### src/sv/eds_pkg.sv
// Shared types and constants of the elevator request scheduler.
// No dependencies; used by every RTL file of the block.
package eds_pkg;

  localparam int MAX_REQUESTS_DEF = 64;
  localparam int TRACK_BITS_DEF   = 10;

  // Configuration port.
  localparam int CFG_DATA_W = 10;
  localparam int CFG_IDX_W  = 1;
  localparam int TOTAL_W    = 16;

  typedef enum logic [CFG_IDX_W-1:0] {
    CFG_START_TRACK = 1'b0,
    CFG_START_DIR   = 1'b1
  } cfg_reg_t;

  typedef enum logic [1:0] {
    ST_IDLE,
    ST_SCAN,
    ST_PICK
  } state_t;

  // Control of the shared compare unit.
  typedef struct packed {
    logic clear;   // drop the current best candidate
    logic en;      // a stored request is presented this cycle
    logic dir;     // 1: sweep toward higher tracks
    logic served;  // the presented request was already served
  } cmp_ctrl_t;

endpackage

### src/sv/eds_cmp.sv
// Shared compare unit: keeps the nearest unserved request ahead of the head.
// Depends on eds_pkg.
module eds_cmp #(
  parameter int TRACK_BITS = eds_pkg::TRACK_BITS_DEF,
  parameter int AW         = 6
) (
  input  logic                  clk,
  input  logic                  rst_n,
  input  eds_pkg::cmp_ctrl_t    ctrl,
  input  logic [TRACK_BITS-1:0] track,
  input  logic [TRACK_BITS-1:0] head,
  input  logic [AW-1:0]         idx,
  output logic                  found,
  output logic [TRACK_BITS-1:0] best_dist,
  output logic [TRACK_BITS-1:0] best_track,
  output logic [AW-1:0]         best_idx
);
  import eds_pkg::*;

  logic                  found_r;
  logic [TRACK_BITS-1:0] dist_r;
  logic [TRACK_BITS-1:0] track_r;
  logic [AW-1:0]         idx_r;
  logic                  ahead;
  logic [TRACK_BITS-1:0] cand_dist;
  logic                  take;

  // A request at the head counts as ahead in both directions.
  always_comb begin
    ahead     = ctrl.dir ? (track >= head) : (track <= head);
    cand_dist = ctrl.dir ? (track - head) : (head - track);
    // Strict less-than keeps the earliest stored request on a tie.
    take      = ctrl.en && !ctrl.served && ahead && (!found_r || (cand_dist < dist_r));
  end

  always_ff @(posedge clk) begin
    if (!rst_n) begin
      found_r <= 1'b0;
    end else if (ctrl.clear) begin
      found_r <= 1'b0;
    end else if (take) begin
      found_r <= 1'b1;
    end
  end

  always_ff @(posedge clk) begin
    if (take) begin
      dist_r  <= cand_dist;
      track_r <= track;
      idx_r   <= idx;
    end
  end

  assign found      = found_r;
  assign best_dist  = dist_r;
  assign best_track = track_r;
  assign best_idx   = idx_r;

endmodule

### src/sv/elevator_disk_request_scheduler.sv
// Elevator (LOOK) disk request scheduler. Loads a batch of track requests and
// serves them in sweep order. Depends on eds_pkg and eds_cmp.
//
// A request beat without batch_end is stored and busy stays low.
// The beat with batch_end starts service: each served request takes a full
// scan, in which the request memory is read one entry per cycle into the
// shared compare unit, followed by one compare stage, the detection of the
// drained scan, and the pick state. A sweep reversal adds another full scan.
// Results appear on out_valid for a single cycle each and cannot be held off;
// busy drops in the cycle that shows the last result of a batch.
// Requests beyond MAX_REQUESTS in one batch are dropped.
module elevator_disk_request_scheduler #(
  parameter int MAX_REQUESTS = eds_pkg::MAX_REQUESTS_DEF,
  parameter int TRACK_BITS   = eds_pkg::TRACK_BITS_DEF
) (
  input  logic                           clk,
  input  logic                           rst_n,
  input  logic                           start,
  output logic                           busy,
  input  logic [TRACK_BITS-1:0]          in_request_track,
  input  logic                           in_batch_end,
  output logic                           out_valid,
  output logic [TRACK_BITS-1:0]          out_served_track,
  output logic [TRACK_BITS-1:0]          out_seek_distance,
  output logic [eds_pkg::TOTAL_W-1:0]    out_total_seek,
  output logic                           out_order_end,
  input  logic                           cfg_we,
  input  logic [eds_pkg::CFG_IDX_W-1:0]  cfg_index,
  input  logic [eds_pkg::CFG_DATA_W-1:0] cfg_wdata
);
  import eds_pkg::*;

  localparam int AW = (MAX_REQUESTS > 1) ? $clog2(MAX_REQUESTS) : 1;
  localparam int CW = $clog2(MAX_REQUESTS + 1);
  localparam int EXT_W = 16;

  state_t state_r, state_nxt;

  logic [CFG_DATA_W-1:0]   start_track_r;
  logic                    start_dir_r;

  logic [TRACK_BITS-1:0]   mem [MAX_REQUESTS];
  logic [TRACK_BITS-1:0]   rd_data_r;
  logic [MAX_REQUESTS-1:0] served_r;
  logic [CW-1:0]           count_r;
  logic [CW-1:0]           ptr_r;
  logic [CW-1:0]           done_cnt_r;
  logic                    pend_v_r;
  logic [AW-1:0]           pend_idx_r;
  logic [TRACK_BITS-1:0]   head_r;
  logic                    dir_r;
  logic                    flipped_r;
  logic [TOTAL_W-1:0]      total_r;

  logic                    out_valid_r;
  logic [TRACK_BITS-1:0]   out_track_r;
  logic [TRACK_BITS-1:0]   out_dist_r;
  logic                    out_end_r;

  logic                    accept;
  logic                    store;
  logic                    issue;
  logic                    scan_done;
  logic                    last_pick;
  cmp_ctrl_t               cmp_ctrl;
  logic                    found;
  logic [TRACK_BITS-1:0]   best_dist;
  logic [TRACK_BITS-1:0]   best_track;
  logic [AW-1:0]           best_idx;
  logic [EXT_W-1:0]        start_ext;
  logic [TOTAL_W:0]        total_sum;
  logic [TOTAL_W-1:0]      total_nxt;

  assign accept    = start && (state_r == ST_IDLE);
  assign store     = accept && (count_r < CW'(MAX_REQUESTS));
  assign scan_done = (ptr_r == count_r) && !pend_v_r;
  assign last_pick = (done_cnt_r + CW'(1)) == count_r;
  assign start_ext = EXT_W'(start_track_r);

  always_comb begin
    total_sum = {1'b0, total_r} + (TOTAL_W + 1)'(best_dist);
    total_nxt = total_sum[TOTAL_W] ? {TOTAL_W{1'b1}} : total_sum[TOTAL_W-1:0];
  end

  // Next state.
  always_comb begin
    state_nxt = state_r;
    case (state_r)
      ST_IDLE: begin
        if (accept && in_batch_end) state_nxt = ST_SCAN;
      end
      ST_SCAN: begin
        if (scan_done) state_nxt = ST_PICK;
      end
      ST_PICK: begin
        if (found) state_nxt = last_pick ? ST_IDLE : ST_SCAN;
        else       state_nxt = flipped_r ? ST_IDLE : ST_SCAN;
      end
      default: state_nxt = ST_IDLE;
    endcase
  end

  // Control outputs.
  always_comb begin
    busy           = (state_r != ST_IDLE);
    issue          = (state_r == ST_SCAN) && (ptr_r < count_r);
    cmp_ctrl.clear = (state_r == ST_PICK);
    cmp_ctrl.en    = pend_v_r;
    cmp_ctrl.dir   = dir_r;
    cmp_ctrl.served = served_r[pend_idx_r];
  end

  always_ff @(posedge clk) begin
    if (!rst_n) begin
      state_r <= ST_IDLE;
    end else begin
      state_r <= state_nxt;
    end
  end

  always_ff @(posedge clk) begin
    if (!rst_n) begin
      start_track_r <= '0;
      start_dir_r   <= 1'b1;
    end else if (cfg_we) begin
      case (cfg_index)
        CFG_START_TRACK: start_track_r <= cfg_wdata;
        CFG_START_DIR:   start_dir_r   <= cfg_wdata[0];
        default: ;
      endcase
    end
  end

  // Request memory: one write port at load, one registered read during a scan.
  always_ff @(posedge clk) begin
    if (store) mem[count_r[AW-1:0]] <= in_request_track;
  end

  always_ff @(posedge clk) begin
    if (issue) rd_data_r <= mem[ptr_r[AW-1:0]];
  end

  always_ff @(posedge clk) begin
    if (!rst_n) begin
      served_r    <= '0;
      count_r     <= '0;
      ptr_r       <= '0;
      done_cnt_r  <= '0;
      pend_v_r    <= 1'b0;
      pend_idx_r  <= '0;
      head_r      <= '0;
      dir_r       <= 1'b1;
      flipped_r   <= 1'b0;
      total_r     <= '0;
      out_valid_r <= 1'b0;
      out_end_r   <= 1'b0;
    end else begin
      out_valid_r <= 1'b0;
      pend_v_r    <= issue;
      if (issue) begin
        pend_idx_r <= ptr_r[AW-1:0];
        ptr_r      <= ptr_r + CW'(1);
      end
      if (store) count_r <= count_r + CW'(1);
      if (accept && in_batch_end) begin
        head_r     <= start_ext[TRACK_BITS-1:0];
        dir_r      <= start_dir_r;
        total_r    <= '0;
        done_cnt_r <= '0;
        flipped_r  <= 1'b0;
        ptr_r      <= '0;
      end
      if (state_r == ST_PICK) begin
        ptr_r <= '0;
        if (found) begin
          out_valid_r          <= 1'b1;
          out_end_r            <= last_pick;
          head_r               <= best_track;
          total_r              <= total_nxt;
          served_r[best_idx]   <= 1'b1;
          done_cnt_r           <= done_cnt_r + CW'(1);
          flipped_r            <= 1'b0;
          if (last_pick) begin
            count_r  <= '0;
            served_r <= '0;
          end
        end else if (!flipped_r) begin
          // Nothing ahead: reverse the sweep and search again.
          dir_r     <= ~dir_r;
          flipped_r <= 1'b1;
        end else begin
          count_r   <= '0;
          served_r  <= '0;
          flipped_r <= 1'b0;
        end
      end
    end
  end

  always_ff @(posedge clk) begin
    if ((state_r == ST_PICK) && found) begin
      out_track_r <= best_track;
      out_dist_r  <= best_dist;
    end
  end

  eds_cmp #(
    .TRACK_BITS (TRACK_BITS),
    .AW         (AW)
  ) u_cmp (
    .clk        (clk),
    .rst_n      (rst_n),
    .ctrl       (cmp_ctrl),
    .track      (rd_data_r),
    .head       (head_r),
    .idx        (pend_idx_r),
    .found      (found),
    .best_dist  (best_dist),
    .best_track (best_track),
    .best_idx   (best_idx)
  );

  assign out_valid         = out_valid_r;
  assign out_served_track  = out_track_r;
  assign out_seek_distance = out_dist_r;
  assign out_total_seek    = total_r;
  assign out_order_end     = out_end_r;

endmodule

### config.mk
export PLATFORM = sky130hd
export DESIGN_NAME = elevator_disk_request_scheduler
export DESIGN_NICKNAME = d
export VERILOG_FILES = /design/src/sv/eds_pkg.sv /design/src/sv/eds_cmp.sv /design/src/sv/elevator_disk_request_scheduler.sv
export SDC_FILE = /design/constraint.sdc
export NUM_CORES = 1
export LEC_CHECK = 0
export BUFFER_PORTS_ARGS = -buffer_cell sky130_fd_sc_hd__buf_2
export CAP_MARGIN = 20
export CORE_MARGIN = 2
export CORE_UTILIZATION = 35
export DETAILED_ROUTE_END_ITERATION = 10
export GPL_TIMING_DRIVEN = 1
export HOLD_SLACK_MARGIN = 0.15
export PLACE_DENSITY = 0.6
export SETUP_SLACK_MARGIN = 0.2
export SLEW_MARGIN = 10
export SYNTH_ARGS = -nofsm -noshare
export SYNTH_HDL_FRONTEND = slang
export SYNTH_SLANG_ARGS = --single-unit
### constraint.sdc
create_clock -name clk -period 13 [get_ports clk]
set_input_delay 2.6 -clock clk [delete_from_list [all_inputs] [get_ports clk]]
set_output_delay 2.6 -clock clk [all_outputs]
set_load 0.05 [all_outputs]
; Word level (Yosys, flattened, before mapping)
; Memory sizes are Yosys's and may differ from the RTL's. A register that Yosys moved wholly into a read port is not among the register bits.
; Index checks and enable logic that the tools add are counted.
[word_totals]
n_memories = 1
input_bits = 26
reg_bits = 182
elab_cells = 113
mem_bits_rw = 640
output_inout_bits = 39
[memory_table]
columns = memory, words, word_bits, rd, rd_clocked_by_memory_dff, write_ports, line
row1 = mem, 64, 10, 1, 1, 1, elevator_disk_request_scheduler.sv:42  ; logic [TRACK_BITS-1:0] mem [MAX_REQUESTS];
[classes]
n_mux = 41
n_eq_ne = 6
bitwise_logic = 4
n_lt_le_gt_ge = 8
reduce_logical = 26
n_addsub = 6
[op_table]
columns = operator, count
row1 = $mux W64, 3
row2 = $mux W16, 4
row3 = $or A64 B64 Y64, 1
row4 = $mux W7, 8
row5 = $mux W10, 4
row6 = $add A7 B1 Y7 const B, 3
row7 = $sub A10 B10 Y10, 2
row8 = $add A16 B10 Y17, 1
row9 = $mux W1, 17
row10 = $eq A7 B7 Y1, 2
row11 = $lt A6 B7 Y1 const B, 2
row12 = $reduce_and A2 Y1, 6
row13 = $ge A10 B10 Y1, 1
row14 = $le A10 B10 Y1, 1
row15 = $logic_and A1 B1 Y1, 10
row16 = $lt A10 B10 Y1, 1
row17 = $lt A7 B7 Y1, 1
row18 = $lt A7 B7 Y1 const B, 1
row19 = $bmux W1 S6, 1
row20 = $demux W1 S6, 1
row21 = $ge A6 B1 Y1 const B, 1
row22 = $pmux W2 S3, 1
row23 = $reduce_bool A2 Y1, 3
row24 = $mux W2, 2
row25 = other kinds (10), 14

; Logic depth before layout (Yosys ltp)
[depth]
ltp_word = 7
ltp_mapped = 17
mapped_depth_nobuf = 17

; Hierarchy
; From an unflattened synthesis, not the netlist that was laid out.
[unflattened]
cells_unflattened = 2050
hier_area_um2 = 34026.4
[modules_own_cells]
columns = mod, n_inst, cells_per_inst, seq_area_each_um2, area_per_inst_um2
row1 = elevator_disk_request_scheduler, 1, 1856, 22821.9, 32003.2
row2 = eds_cmp, 1, 194, 800.8, 2023.2

; Worst setup path before layout
; OpenSTA, ideal clock, no wires.
[synth_timing]
path_type = input-to-reg
startpoint = input port start
endpoint = memory mem[47][0] (netlist bit), enable pin
path_buffers = 0
setup_time_ns = 0.390
setup_slack_ns = 8.465
arrival_time_ns = 4.145
required_ns = 12.610
cell_stages = 6
path_cell_list = inv_1 > nor2_1 > and3_1 > and3_1 > nand2_1 > nor3_1
[synth_via]
elab_chain_cells = 4
[synth_lines]
columns = item, line
row1 = "start, declared", elevator_disk_request_scheduler.sv:18  ; input logic start,
row2 = $logic_and A1 B1 Y1, elevator_disk_request_scheduler.sv:74  ; assign accept = start && (state_r == ST_IDLE);
row3 = $logic_and A1 B1 Y1, elevator_disk_request_scheduler.sv:75  ; assign store = accept && (count_r < CW'(MAX_REQUESTS));
row4 = $mux W1, elevator_disk_request_scheduler.sv:136  ; if (store) mem[count_r[AW-1:0]] <= in_request_track;
row5 = $mux W1 (not written as such), elevator_disk_request_scheduler.sv:136
row6 = "end, declared", elevator_disk_request_scheduler.sv:42
; No other way between the ends.

; Worst setup path after layout
[layout_timing]
startpoint = input port start
endpoint = memory mem[38][6] (netlist bit), enable pin
; Same word-level chain as after synthesis.

==> reports/results.txt <==
CTS placed an instance of clkbuf_16 at the clock tree root. The first global-routing pass estimated 120,000 um of wire. The number of global-route vias before repair was 17,990; the final critical path time including I/O delays and setup was 5400 ps. From left edge to right edge, the die measures 313 um. IR analysis of the VDD net gives a maximum drop of 83.5 uV. A synthesized cell averages 17.4 sq um. The initial antenna violation count is 0. The wire length after detailed routing is 80,400 um, and the final antenna-violating net count is 0. The fraction of layout instances using a drive strength above 1 came out at 0.221. Number of enable-type register cells in the synthesized netlist: 696. The global routing usage summed across all routing layers was 0.164. The run gives 0 as the count of cells resized by post-cts repair.

Counting instances in the post-synthesis netlist gives the leading cell types as edfxtp_1, mux4_2, nor2_1. Sort of element at the start of the critical path: a primary input. The worst-case setup slack after placement was 7010 ps; the count of synthesis-stage warnings from yosys was 0. The number of nets at the end of the flow came out at 2,082.

The logs give 0.269 for the normalized max-slew margin and 1,998 for the number of nets produced by synthesis. TritonCTS built the clock tree. Row generation in the floorplan step produced 113 rows. The tools report the least setup slack across all paths after layout as 7600 ps.

The endpoint arrival time on the critical path was 5650 ps; the data required time of the worst path was 13,250 ps. Counting along the longest clock path gives a buffer depth of 3. The register clock-pin slew on the reported worst setup and hold paths works out to 60 ps. The share of the yosys chip area belonging to registers was 0.706; the total core area was 94,900 sq um. Derived from the worst setup path, the maximum achievable clock frequency is 185 MHz. In the final layout, the multi-input gates occupy 9250 sq um. Yosys attributes the largest share of cell area to edfxtp_1, mux4_2, dfxtp_1.

Die outline area: 98,100 sq um. The tightest min-delay check is of the flop to flop type. The transition time of the tightest slew-check pin was 1090 ps. Final HPWL from detailed placement: 49,700 um. The total overflow left after global routing is 0. H-tree depth: 3. Worst setup path category: primary input to flop. Of all nets on the critical path, the largest fanout is 10.

In the routed design, unresolved DRC markers number 0. The tree built by TritonCTS fans out to 832 sinks. The congestion estimate from routability-driven global placement came to 0.836.

In this run the static leakage power is 11.9 nW. The run gives 65 as the I/O pin count. After detailed placement, the design holds a cell count of 3,182.

For the worst-skew pair, the clock arrives at the later sink with an insertion delay of 630 ps. The tools report the final hold slack as 450 ps. STA classifies the critical path endpoint as a flop.

The final critical-path share of the clock period is 0.416, and the number of buffers inserted to repair setup after CTS is 0. Share of Yosys cell area claimed by the top area cell type: 0.624. Dividing the detail-routed wire length by the instance count gives 24.1 um. Power spread over the standard cell area amounts to 146 nW/um^2. The run gives 23,600 sq um as the register area.

In this run, CTS created clock tree buffers numbering 84. In this run the vertical extent of the chip is 313 um. The number of violations reported at the end of detailed-routing iteration 0 is 2,321.

For the length of the first detailed-routing pass in iterations, the log shows 6. Input and output buffers added on the ports amount to 64. The run gives 0 as the hold violation total from the final report.

Library cell with the highest instance count after synthesis: edfxtp_1. After synthesis, the netlist uses 55 different library cells. The run finished with clean final reports.

The run gives 71 as the maximum number of pins on one net before global-route repair. The slowest stage of the critical path belongs to the cell nor2_1. The cell count after synthesis came out at 1,921.

Counting the fill cells in the layout gives 8,429. The async set-or-reset flop fraction in the synthesized netlist is 0, and the mean number of vias per cell is 5.38. The post-cts hold buffer count is 0, and the number of register bits inferred by synthesis is 832.

Overall power consumption after layout is estimated at 5.53 mW. The critical path goes through buf_2 -> inv_1 -> nor4_1 -> nand3_1 -> nor2_1. The critical path's largest stage delay works out to 1030 ps. The most frequently used flop master after synthesis was edfxtp_1. The worst clock skew on the final layout was 23.7 ps; the growth of design area from synthesis to finish was 13.2%. The detailed router placed 17,965 vias in this run.

The sum of negative setup slack was 0 ps; the number of pins exceeding their max-slew limit in the final report was 0. Number of cells in the finished layout apart from fillers: 3,337. Setup repair after global routing left no endpoint under its margin.

Final number of setup-violating endpoints: 0. The tool flagged a number of max-cap violations equal to 0. The biggest area contributor in the post-synthesis netlist is edfxtp_1.

The synthesized netlist occupies a cell area of 33,500 sq um. The starting utilization of the core area came out at 0.353.
[cell families after synthesis]
group,synth area share
buffers and inverters,0.0187
adder cells (fa/ha/maj),0.0197
XOR/XNOR,0.00968
AO/OA/AOI/OAI,0.0388
flip-flops,0.706
AND/OR/NAND/NOR,0.0488
multiplexers,0.159
[flip-flops by register name (all words and copies together), names as in the netlist, 2 cells and up]
register,count
u_cmp.best_dist,10
state_r,2
out_total_seek,16
mem,640
u_cmp.best_track,10
start_track_r,10
count_r,7
out_seek_distance,10
u_cmp.best_idx,6
out_served_track,10
pend_idx_r,6
head_r,10
rd_data_r,10
served_r,64
done_cnt_r,7
ptr_r,7
[cell usage in the layout (no fill, tap or decap), drive strengths merged, types with 34 or more instances in the layout]
cell,synthesis,final
nand3,35,35
buf,51,94
edfxtp,696,696
mux4,221,221
nand2,83,83
clkbuf,45,104
a21oi,114,114
clkinv,0,40
inv,58,62
ha,48,48
dfxtp,136,136
o21ai,34,34
nor2,189,189
[layer usage]
layer / routed length (um) / GRT usage / up-vias
met5: 0 / 0 / -
met4: 1610 / 0.0398 / 0
met3: 7130 / 0.0439 / 111
met2: 37100 / 0.251 / 789
met1: 34500 / 0.232 / 9317
li1: - / - / 7748
[power by group]
| part | internal [mW] | total (mW) | switching [mW] |
|---|---|---|---|
| combinational | 0.109 | 0.288 | 0.179 |
| sequential | 2.91 | 2.93 | 0.0205 |
| clock | 1.31 | 2.31 | 1.01 |
| total | 4.33 | 5.53 | 1.20 |
[cell type report]
cell class	count	area share
Clock inverter	48	0.00981
Tap cell	1265	0.0418
Sequential cell	832	0.624
Inverter	58	0.00574
Antenna cell	1	0.0000660
Multi-Input combinational cell	935	0.244
Timing Repair Buffer	94	0.0157
Clock buffer	104	0.0591
[path summary, 6_finish.rpt]
kind / start / to / cells after the start / slack (ps)
setup / recovery: start / mem[38][6] / 5 / 7600
hold / removal: u_cmp.best_track[0] / out_served_track[0] / 0 / 450
setup reg to reg: rd_data_r[0] / u_cmp.best_track[6] / 16 / 8800
hold reg to reg: u_cmp.best_track[0] / out_served_track[0] / 0 / 450
[critical path, delay by kind of cell]
kind,cells,cell delay (ps)
AND/OR/NAND/NOR,3,2870
buffers and inverters,2,170
[per-stage QoR]
step / util / cell area, sq um
3_3_place_gp: 0.371 / 35200
3_5_place_dp: 0.371 / 35200
5_1_grt: 0.399 / 37900
6_report: 0.399 / 37900
4_1_cts: 0.399 / 37800
2_1_floorplan: - / 33500
(Power assumes the default switching activity.)
